`src/rtl/leb_pkg.sv`:
```
package leb_pkg;

  localparam int unsigned CharW = 8;
  localparam int unsigned CfgIdxW = 2;

  localparam logic [CfgIdxW-1:0] REG_ERASE = 2'd0;
  localparam logic [CfgIdxW-1:0] REG_KILL  = 2'd1;
  localparam logic [CfgIdxW-1:0] REG_EOL   = 2'd2;
  localparam logic [CfgIdxW-1:0] REG_END   = 2'd3;

  localparam logic [CharW-1:0] ERASE_RST   = 8'd35;
  localparam logic [CharW-1:0] KILL_RST    = 8'd64;
  localparam logic [CharW-1:0] EOL_RST     = 8'd10;
  localparam logic [CharW-1:0] END_RST     = 8'd36;
  localparam logic [CharW-1:0] NEWLINE_CHR = 8'd10;

  typedef struct packed {
    logic append;
    logic erase;
    logic kill;
    logic start;
    logic rd_en;
    logic load_char;
    logic load_nl;
  } leb_cmd_t;

  typedef struct packed {
    logic line_end;
    logic is_fin;
    logic is_erase;
    logic is_kill;
    logic empty;
    logic full;
    logic last_char;
    logic out_free;
    logic fin;
  } leb_status_t;

endpackage

```
`src/rtl/leb_dpath.sv`:
```
module leb_dpath import leb_pkg::*; #(
  parameter int unsigned LINE_DEPTH = 63
) (
  input  logic                 clk_i,
  input  logic                 rst_ni,
  input  logic                 cfg_we_i,
  input  logic [CfgIdxW-1:0]   cfg_idx_i,
  input  logic [CharW-1:0]     cfg_data_i,
  input  logic [CharW-1:0]     in_char_i,
  input  leb_cmd_t             cmd_i,
  output leb_status_t          status_o,
  input  logic                 m_tready_i,
  output logic                 m_tvalid_o,
  output logic [CharW-1:0]     m_tdata_o,
  output logic                 m_tlast_o,
  output logic                 m_tuser_o
);

  localparam int unsigned CntW = $clog2(LINE_DEPTH + 1);
  localparam int unsigned IdxW = (LINE_DEPTH > 1) ? $clog2(LINE_DEPTH) : 1;

  logic [CharW-1:0] erase_q, kill_q, eol_q, end_q;
  logic [CharW-1:0] store_q [LINE_DEPTH];
  logic [CharW-1:0] rd_data_q;
  logic [CntW-1:0]  fill_q, fill_d;
  logic [CntW-1:0]  rd_idx_q, rd_idx_d;
  logic [CntW-1:0]  rd_idx_inc;
  logic             fin_q;
  logic             out_valid_q, out_valid_d;
  logic [CharW-1:0] out_char_q;
  logic             out_last_q;
  logic             out_fin_q;
  logic             out_free;

  always_ff @(posedge clk_i or negedge rst_ni) begin
    if (!rst_ni) begin
      erase_q <= ERASE_RST;
      kill_q  <= KILL_RST;
      eol_q   <= EOL_RST;
      end_q   <= END_RST;
    end else if (cfg_we_i) begin
      unique case (cfg_idx_i)
        REG_ERASE: erase_q <= cfg_data_i;
        REG_KILL:  kill_q  <= cfg_data_i;
        REG_EOL:   eol_q   <= cfg_data_i;
        REG_END:   end_q   <= cfg_data_i;
        default:   erase_q <= erase_q;
      endcase
    end
  end

  assign rd_idx_inc = rd_idx_q + 1'b1;
  assign out_free   = !out_valid_q || m_tready_i;

  always_comb begin
    status_o           = '0;
    status_o.is_fin    = (in_char_i == end_q);
    status_o.line_end  = (in_char_i == eol_q) || status_o.is_fin;
    status_o.is_erase  = (in_char_i == erase_q);
    status_o.is_kill   = (in_char_i == kill_q);
    status_o.empty     = (fill_q == '0);
    status_o.full      = (fill_q == CntW'(LINE_DEPTH));
    status_o.last_char = (rd_idx_inc == fill_q);
    status_o.out_free  = out_free;
    status_o.fin       = fin_q;
  end

  always_comb begin
    fill_d = fill_q;
    priority if (cmd_i.load_nl || cmd_i.kill) begin
      fill_d = '0;
    end else if (cmd_i.erase) begin
      fill_d = fill_q - 1'b1;
    end else if (cmd_i.append) begin
      fill_d = fill_q + 1'b1;
    end
  end

  always_comb begin
    rd_idx_d = rd_idx_q;
    if (cmd_i.start) begin
      rd_idx_d = '0;
    end else if (cmd_i.load_char) begin
      rd_idx_d = rd_idx_inc;
    end
  end

  always_comb begin
    out_valid_d = out_valid_q;
    if (cmd_i.load_char || cmd_i.load_nl) begin
      out_valid_d = 1'b1;
    end else if (m_tready_i) begin
      out_valid_d = 1'b0;
    end
  end

  always_ff @(posedge clk_i or negedge rst_ni) begin
    if (!rst_ni) begin
      fill_q      <= '0;
      rd_idx_q    <= '0;
      fin_q       <= 1'b0;
      out_valid_q <= 1'b0;
    end else begin
      fill_q      <= fill_d;
      rd_idx_q    <= rd_idx_d;
      out_valid_q <= out_valid_d;
      if (cmd_i.start) begin
        fin_q <= status_o.is_fin;
      end
    end
  end

  always_ff @(posedge clk_i) begin
    if (cmd_i.append) begin
      store_q[fill_q[IdxW-1:0]] <= in_char_i;
    end
    if (cmd_i.rd_en) begin
      rd_data_q <= store_q[rd_idx_q[IdxW-1:0]];
    end
  end

  always_ff @(posedge clk_i) begin
    if (cmd_i.load_char) begin
      out_char_q <= rd_data_q;
      out_last_q <= 1'b0;
      out_fin_q  <= fin_q;
    end else if (cmd_i.load_nl) begin
      out_char_q <= NEWLINE_CHR;
      out_last_q <= 1'b1;
      out_fin_q  <= fin_q;
    end
  end

  assign m_tvalid_o = out_valid_q;
  assign m_tdata_o  = out_char_q;
  assign m_tlast_o  = out_last_q;
  assign m_tuser_o  = out_fin_q;

  assert property (@(posedge clk_i) disable iff (!rst_ni)
    (cmd_i.load_char || cmd_i.load_nl) |-> out_free)
    else $error("output register overwritten while held");

  assert property (@(posedge clk_i) disable iff (!rst_ni)
    fill_q <= CntW'(LINE_DEPTH))
    else $error("line fill exceeds depth");

  assert property (@(posedge clk_i) disable iff (!rst_ni)
    cmd_i.rd_en |-> (rd_idx_q < fill_q))
    else $error("read beyond stored line");

endmodule

```
`src/rtl/leb_ctrl.sv`:
```
module leb_ctrl import leb_pkg::*; (
  input  logic        clk_i,
  input  logic        rst_ni,
  input  logic        s_tvalid_i,
  output logic        s_tready_o,
  input  leb_status_t status_i,
  output leb_cmd_t    cmd_o
);

  localparam logic [2:0] ST_IDLE = 3'd0;
  localparam logic [2:0] ST_RD   = 3'd1;
  localparam logic [2:0] ST_SH   = 3'd2;
  localparam logic [2:0] ST_NL   = 3'd3;
  localparam logic [2:0] ST_STOP = 3'd4;

  logic [2:0] state_q, state_d;
  logic       accept;

  assign s_tready_o = (state_q == ST_IDLE) || (state_q == ST_STOP);
  assign accept     = s_tvalid_i && (state_q == ST_IDLE);

  always_comb begin
    state_d = state_q;
    cmd_o   = '0;
    unique case (state_q)
      ST_IDLE: begin
        if (accept) begin
          priority if (status_i.line_end) begin
            cmd_o.start = 1'b1;
            state_d     = status_i.empty ? ST_NL : ST_RD;
          end else if (status_i.is_erase) begin
            cmd_o.erase = !status_i.empty;
          end else if (status_i.is_kill) begin
            cmd_o.kill = 1'b1;
          end else begin
            cmd_o.append = !status_i.full;
          end
        end
      end
      ST_RD: begin
        cmd_o.rd_en = 1'b1;
        state_d     = ST_SH;
      end
      ST_SH: begin
        if (status_i.out_free) begin
          cmd_o.load_char = 1'b1;
          state_d         = status_i.last_char ? ST_NL : ST_RD;
        end
      end
      ST_NL: begin
        if (status_i.out_free) begin
          cmd_o.load_nl = 1'b1;
          state_d       = status_i.fin ? ST_STOP : ST_IDLE;
        end
      end
      ST_STOP: begin
        state_d = ST_STOP;
      end
      default: begin
        state_d = ST_IDLE;
      end
    endcase
  end

  always_ff @(posedge clk_i or negedge rst_ni) begin
    if (!rst_ni) begin
      state_q <= ST_IDLE;
    end else begin
      state_q <= state_d;
    end
  end

  assert property (@(posedge clk_i) disable iff (!rst_ni)
    $onehot0({cmd_o.start, cmd_o.rd_en, cmd_o.load_char, cmd_o.load_nl,
              cmd_o.append, cmd_o.erase, cmd_o.kill}))
    else $error("conflicting datapath commands");

  assert property (@(posedge clk_i) disable iff (!rst_ni)
    (cmd_o.load_nl && status_i.fin) |=> (state_q == ST_STOP))
    else $error("final line did not stop input");

  assert property (@(posedge clk_i) disable iff (!rst_ni)
    cmd_o.rd_en |=> (state_q == ST_SH))
    else $error("read data not consumed");

endmodule

```
`src/rtl/line_edit_buffer_unit.sv`:
```
// Line edit buffer: collects typed characters into a line of up to
// LINE_DEPTH characters and emits the edited line on a line end.
// Input stream (s_axis_*): one character per item in tdata[7:0].
// Output stream (m_axis_*): one emitted character per item in tdata[7:0];
// tlast marks the closing newline, tuser flags a line closed by the
// end character. Configuration port (cfg_*): register 0 erase, 1 kill,
// 2 end of line, 3 end; write only while the block is idle.
// Erase, kill and ordinary characters give no item. On a line end, each
// stored character is read from the registered line store and then loaded
// into the output register, and the closing newline follows; input is not
// taken until the newline is loaded. The single-entry output register holds
// an item while the receiver stalls; emission waits on it, and ordinary
// input flows once it holds the newline. Reset empties the line, restores
// the default codes and clears the stopped condition; after the end
// character, input items are accepted and dropped until reset.
module line_edit_buffer_unit import leb_pkg::*; #(
  parameter int unsigned LINE_DEPTH = 63
) (
  input  logic               clk_i,
  input  logic               rst_ni,
  input  logic               cfg_we_i,
  input  logic [CfgIdxW-1:0] cfg_idx_i,
  input  logic [CharW-1:0]   cfg_data_i,
  input  logic               s_axis_tvalid,
  output logic               s_axis_tready,
  input  logic [CharW-1:0]   s_axis_tdata,  // [7:0] in_char
  output logic               m_axis_tvalid,
  input  logic               m_axis_tready,
  output logic [CharW-1:0]   m_axis_tdata,  // [7:0] out_char
  output logic               m_axis_tlast,
  output logic               m_axis_tuser   // [0] final_line
);

  leb_cmd_t    cmd;
  leb_status_t status;

  leb_ctrl u_ctrl (
    .clk_i      (clk_i),
    .rst_ni     (rst_ni),
    .s_tvalid_i (s_axis_tvalid),
    .s_tready_o (s_axis_tready),
    .status_i   (status),
    .cmd_o      (cmd)
  );

  leb_dpath #(
    .LINE_DEPTH (LINE_DEPTH)
  ) u_dpath (
    .clk_i      (clk_i),
    .rst_ni     (rst_ni),
    .cfg_we_i   (cfg_we_i),
    .cfg_idx_i  (cfg_idx_i),
    .cfg_data_i (cfg_data_i),
    .in_char_i  (s_axis_tdata),
    .cmd_i      (cmd),
    .status_o   (status),
    .m_tready_i (m_axis_tready),
    .m_tvalid_o (m_axis_tvalid),
    .m_tdata_o  (m_axis_tdata),
    .m_tlast_o  (m_axis_tlast),
    .m_tuser_o  (m_axis_tuser)
  );

endmodule

```
`config.mk`:
```
export PLATFORM = sky130hd
export DESIGN_NAME = line_edit_buffer_unit
export DESIGN_NICKNAME = d
export VERILOG_FILES = /design/src/rtl/leb_pkg.sv /design/src/rtl/leb_dpath.sv /design/src/rtl/leb_ctrl.sv /design/src/rtl/line_edit_buffer_unit.sv
export SDC_FILE = /design/constraint.sdc
export NUM_CORES = 1
export LEC_CHECK = 0
export ABC_CLOCK_PERIOD_IN_PS = 4700
export BUFFER_PORTS_ARGS = -buffer_cell sky130_fd_sc_hd__buf_2
export CORE_AREA = 2 2 219 178
export DETAILED_ROUTE_END_ITERATION = 7
export DIE_AREA = 0 0 221 180
export MAX_ROUTING_LAYER = met4
export PLACE_DENSITY = 0.78
export REMOVE_ABC_BUFFERS = 1
export SLEW_MARGIN = 40
export SYNTH_ARGS = -nofsm -noshare
export SYNTH_HDL_FRONTEND = slang
export SYNTH_SLANG_ARGS = --single-unit
```
`constraint.sdc`:
```
create_clock -name clk_i -period 4.7 [get_ports clk_i]
set_input_delay 0.47 -clock clk_i [delete_from_list [all_inputs] [get_ports clk_i]]
set_output_delay 0.47 -clock clk_i [all_outputs]
set_load 0.03 [all_outputs]
```
; After elaboration in Yosys (flattened, before gate mapping)
; Memory sizes are Yosys's and may differ from the RTL's. A register that Yosys moved wholly into a read port is not among the register bits.
; Index checks and enable logic that the tools add are counted.
[totals]
reg_bits = 59
ramBits = 504
inputBits = 23
out_inout_bits = 12
elab_cells = 88
n_memories = 1
[memory_table]
columns = name, words, width, read_ports, rd_ports_with_merged_regs, write_ports, line_no
row1 = u_dpath.store_q, 63, 8, 1, 1, 1, leb_dpath.sv:23  ; logic [CharW-1:0] store_q [LINE_DEPTH];
[op_classes]
add_sub_neg = 3
n_eq_ne = 17
mux = 34
n_reduce_logical = 21
[ops]
columns = operator, count
row1 = $eq A8 B8 Y1, 4
row2 = $mux W6, 5
row3 = $mux W3, 6
row4 = $mux W1, 16
row5 = $mux W8, 2
row6 = $pmux W3 S5, 1
row7 = $add A6 B1 Y6 const B, 2
row8 = $mux W4, 2
row9 = $reduce_and A2 Y1, 4
row10 = $eq A3 B2 Y1 const B, 2
row11 = $eq A6 B6 Y1, 1
row12 = $eq A6 B6 Y1 const B, 1
row13 = $logic_not A6 Y1, 1
row14 = $ne A2 B1 Y1 const B, 3
row15 = $reduce_bool A2 Y1, 3
row16 = $sub A6 B1 Y6 const B, 1
row17 = $logic_or A1 B1 Y1, 5
row18 = $eq A2 B2 Y1 const B, 2
row19 = $mux W2, 2
row20 = $reduce_and A4 Y1, 1
row21 = $eq A3 B1 Y1 const B, 1
row22 = $eq A3 B3 Y1 const B, 1
row23 = $logic_not A1 Y1, 3
row24 = $logic_not A3 Y1, 1
row25 = 5 further kinds, 5

; Longest topological paths before layout
[logic_depth]
depth_word = 10
ltp_mapped = 12

; Modules after synthesis
; From an unflattened synthesis, not the netlist that was laid out.
[hier_totals]
hier_cells = 1202
area_unflattened_um2 = 22903.2
[by_module_without_submodules]
columns = module, n_inst, cells_per_inst, area_each_um2, seq_area_each_um2
row1 = leb_dpath, 1, 1177, 22648.0, 16826.1
row2 = leb_ctrl, 1, 25, 255.2, 75.1

; Worst setup path after synthesis
; No wires, ideal clock.
[synth_timing]
kind = input -> register
from = in s_axis_tdata[3]
to = reg u_dpath.fill_q[5]
setup_ns = 0.124
arrival_ns = 3.398
slack_ns = 1.178
path_stages = 12
path_buffers = 1
path_cell_list = buf_2 xnor2_1 nand4_1 nor2_1 nor4b_1 ha_1 a211oi_1 o21bai_1 a21oi_1 o41ai_1 o21a_1 o31a_1
[synth_via]
elab_chain_cells = 8
word_cells_on_any_way = 17
classes_between = eq/ne (4) / mux (10) / reduce/logical (3)
[synth_rtl]
columns = item, line_no
row1 = start: declaration, line_edit_buffer_unit.sv:26  ; input logic [CharW-1:0] s_axis_tdata,
row2 = $eq A8 B8 Y1, leb_dpath.sv:60  ; status_o.is_kill = (in_char_i == kill_q);
row3 = $mux W1, leb_ctrl.sv:33  ; end else if (status_i.is_kill) begin
row4 = $mux W1, leb_ctrl.sv:31  ; end else if (status_i.is_erase) begin
row5 = $mux W3 (*), leb_ctrl.sv:28  ; priority if (status_i.line_end) begin
row6 = $mux W4 (*), leb_ctrl.sv:27  ; if (accept) begin
row7 = $mux W4 (*), leb_ctrl.sv:25  ; unique case (state_q)
row8 = $logic_or A1 B1 Y1, leb_dpath.sv:70  ; priority if (cmd_i.load_nl || cmd_i.kill) begin
row9 = $reduce_bool A3 Y1 (no line) / $mux W6 (equally long branches), n/a
row10 = end signal: assignment, leb_dpath.sv:104  ; fill_q <= fill_d;
row11 = end: declaration, leb_dpath.sv:25  ; logic [CntW-1:0] fill_q, fill_d;
; Mark *: on every way between the ends. The rest lies on a longest branch, timed or not.
; A chain may end at the register's enable or synchronous reset.

; Final worst setup path
[layout_timing]
from = reg u_dpath.fill_q[3]
to = reg u_dpath.fill_q[5]
[layout_via]
elab_chain_cells = 8
word_cells_on_any_way = 16
classes_between = add/sub (2) / eq/ne (1) / mux (9) / reduce/logical (4)
[layout_rtl]
columns = item, line_no
row1 = $eq A6 B6 Y1 / $logic_not A6 Y1 (equally long branches), "leb_dpath.sv:62, leb_dpath.sv:61"
row2 = $logic_not A1 Y1 (on tied branches), "leb_ctrl.sv:36, leb_ctrl.sv:32"
row3 = $mux W1 (on tied branches), "leb_ctrl.sv:33, leb_ctrl.sv:31"
row4 = $mux W1 / $mux W3 (equally long branches), "leb_ctrl.sv:31, leb_ctrl.sv:28"
row5 = $mux W3 / $mux W4 (equally long branches), "leb_ctrl.sv:28, leb_ctrl.sv:27"
row6 = $mux W4 (on tied branches), "leb_ctrl.sv:27, leb_ctrl.sv:25"
row7 = $mux W4 / $mux W6 (equally long branches), "leb_ctrl.sv:25, leb_dpath.sv:72"
row8 = $reduce_bool A3 Y1 (no line) / $mux W6 (equally long branches), n/a
; Parallel ways exist; a longest one is shown, timed or not. The select of a mux whose other input is x is not followed.

==> results.tsv <==
metric	value	unit
status	finished clean	
drcViolationCount	0	
path_buf_inv	1	
grt_pass1_vias	11300	
start_util	61.0	%
swShare	29.6	%
powerDensity	559	mW/mm²
crit_chain	or3_1 > nor2b_1 > nor4b_1 > buf_4 > ha_1 > a211oi_1 > o21bai_1 > a21oi_1 > o41ai_1 > o21a_1 > o31a_1	
p_sw	4.19	mW
p_int	10.0	mW
ctsHoldBuffers	0	
peakVddDrop	0.559	mV
worstRegToRegCells	11	
num_rows	64	
finalPower	14.2	mW
pwr-share-comb	27.9	%
yosys_most_used_dff	edfxtp_1	
cp_max_fo	13	
port_buffers	34	
nFillCells	2304	
synth_top_cell_area_share	68.0	%
io_pins	35	
max_cap_violations	0	
cpPeakStageDelay	0.63	ns
ys_seq_area_share	73.5	%
setup_viol	0	
finClkSkew	0.0174	ns
worstSetupEndpointType	flop	
r2r_slack	1.30	ns
yosysMostFrequentCell	edfxtp_1	
regArea	0.0169	mm²
yosysTopAreaCell	edfxtp_1	
htreeDepth	2	
p_clk_share	28.1	%
worstSkewPairLatency	0.58	ns
tightestPinTransition	0.835	ns
place_hpwl	30300	µm
total_leakage_power	8.19	nW
vias	11200	
synth_common_cells	edfxtp_1 (521), mux4_2 (157), nor2_1 (81)	
drive_above_1_share	29.8	%
die_x	221	µm
post_cts_buffers	0	
avgSynthCellArea	20.9	µm²
wirelength	50000	µm
grt_overflow	0	
viasPerCell	6.61	
cts-buffers-inserted	51	
fin_util	67.3	%
dieArea	0.0398	mm²
cpMaxStageDelayCell	or3_1	
synth_seq_cells	571	
cts_root_buffer	clkbuf_16	
synthTopCellsByArea	edfxtp_1 (68%), mux4_2 (15%), dfrtp_1 (4.5%)	
seq_power_share	43.9	%
ant_nets	0	
start_kind	flop	
dieHeight	180	µm
clk_pin_slew	0.07	ns
fmax	0.294	GHz
grt_use_total	26.6	%
cts_resized	0	
synth_edf_count	521	
hold_viol	0	
cts_tree	done	
wl_per_cell	29.6	µm
slew-limit-headroom	44.1	%
antenna_found_initial	1	
drt_iter0_drc	1455	
netlist_area	0.0230	mm²
clk_path_buf_depth	3	
core-area	0.0377	mm²
period_needed	3.40	ns
crit_required	5.16	ns
grt_setup_unrepaired	false	
grt_start_max_net_pins	65	
clock_sinks	571	
setup.worst_path.class	flop to flop	
gp_congestion	0.839	
cp.depth	11	
min_path_type	primary input to asynchronous set/reset pin	
area_growth_syn_to_layout	10.4	%
grt_pass1_wl	74600	µm
synthCells	1100	
worstPathArrival	3.87	ns
min_period_over_period	72.4	%
cpLargestDelayFamily	compound AO/OA/AOI/OAI gates	
dr.pass1.iters	7	
finalNetCount	1183	
multi_input_area	0.00579	mm²
async_reset_ff_share	8.58	%
yosysWarningCount	0	
drv_slew	0	
synth.distinct_cells	58	
[metrics by stage]
step	instance area [µm²]	setup TNS (ns)	hold WS, ns	setup WS (ns)	std cells
global placement	23700	0	0.452	1.11	1593
global route	25400	0	0.0613	1.18	1687
CTS	25400	0	0.0154	1.38	1686
detailed placement	23800	0	0.466	1.02	1596
floorplan	22700	-25.07	0.174	-2.11	1039
finish	25400	0	0.00722	1.30	1687
[cell families after synthesis]
family | Yosys count | synth area share, %
AO/OA/AOI/OAI | 50 | 1.58
XOR/XNOR | 45 | 1.71
adder cells (fa/ha/maj) | 6 | 0.359
buffers and inverters | 65 | 1.42
flip-flops | 571 | 73.5
multiplexers | 203 | 17.6
AND/OR/NAND/NOR | 160 | 3.87
[final timing paths]
| path | startpoint | to |
|---|---|---|
| min | rst_ni | u_ctrl.state_q[2] |
| max reg2reg | u_dpath.fill_q[3] | u_dpath.fill_q[5] |
| min in group clk_i | cfg_data_i[2] | u_dpath.eol_q[2] |
| max | u_dpath.fill_q[3] | u_dpath.fill_q[5] |
| min reg2reg | u_dpath.fin_q | u_dpath.m_tuser_o |
| max in group asynchronous | rst_ni | u_dpath.rd_idx_q[0] |
[worst register-to-register path: cells and delay by family, from the launching register on]
kind / cells / cell delay (ns)
DFF: 1 / 0.55
and+or+nand+nor: 3 / 1.11
adders and majority gates: 1 / 0.30
buffers and inverters: 1 / 0.20
AOI/OAI and AO/OA: 6 / 1.12
[power by group through the flow]
stage	registers [mW]	clock network, mW	logic [mW]
2_1_floorplan	6.64	0	2.56
6_report	6.23	3.99	3.96
5_1_grt	6.26	4.24	4.18
3_3_place_gp	6.48	0	3.61
3_5_place_dp	6.33	0	3.91
4_1_cts	6.23	4.02	3.98
[flip-flops by register name, indices dropped and copies added (netlist names)]
| name | flops |
|---|---|
| u_dpath.store_q | 504 |
| u_dpath.end_q | 8 |
| u_dpath.eol_q | 8 |
| u_dpath.erase_q | 8 |
| u_dpath.kill_q | 8 |
| u_dpath.m_tdata_o | 8 |
| u_dpath.rd_data_q | 8 |
| u_dpath.fill_q | 6 |
| u_dpath.rd_idx_q | 6 |
| u_ctrl.state_q | 3 |
| u_dpath.fin_q | 1 |
| u_dpath.m_tlast_o | 1 |
| u_dpath.m_tuser_o | 1 |
| u_dpath.m_tvalid_o | 1 |
[layout make-up]
class / count / area share [%]
Antenna cell: 1 / 0.00986
Sequential cell: 571 / 66.6
Inverter: 4 / 0.0591
Timing Repair Buffer: 62 / 1.84
Multi-Input combinational cell: 464 / 22.8
Clock buffer: 63 / 5.37
Clock inverter: 27 / 0.838
Tap cell: 495 / 2.44
[layer usage]
metal | GRT usage [%] | part of all wire [%] | vias to the layer above
met5 | - | 0 | -
met4 | 7.62 | 2.7 | 0
met3 | 7.58 | 10 | 100
met2 | 37.8 | 46 | 617
met1 | 38.3 | 41 | 5830
li1 | - | - | 4612
[layout by cell type (no fill, tap or decap), drive strengths merged, types with 4 or more instances in the layout]
cell type,n
inv,4
nand3,6
mux2i,12
dfstp,8
a21oi,8
nand2b,4
o21ai,14
clkinv,20
edfxtp,521
mux4,157
nor2,82
buf,62
nand3b,6
clkbuf,63
nor3,4
nand4b,4
a211oi,4
nand4,11
clkinvlp,4
nor2b,6
ha,5
xor2,7
and2,8
mux2,34
a22o,4
xnor2,38
nand2,20
dfrtp,41
Power figures use the tool's default switching activity.
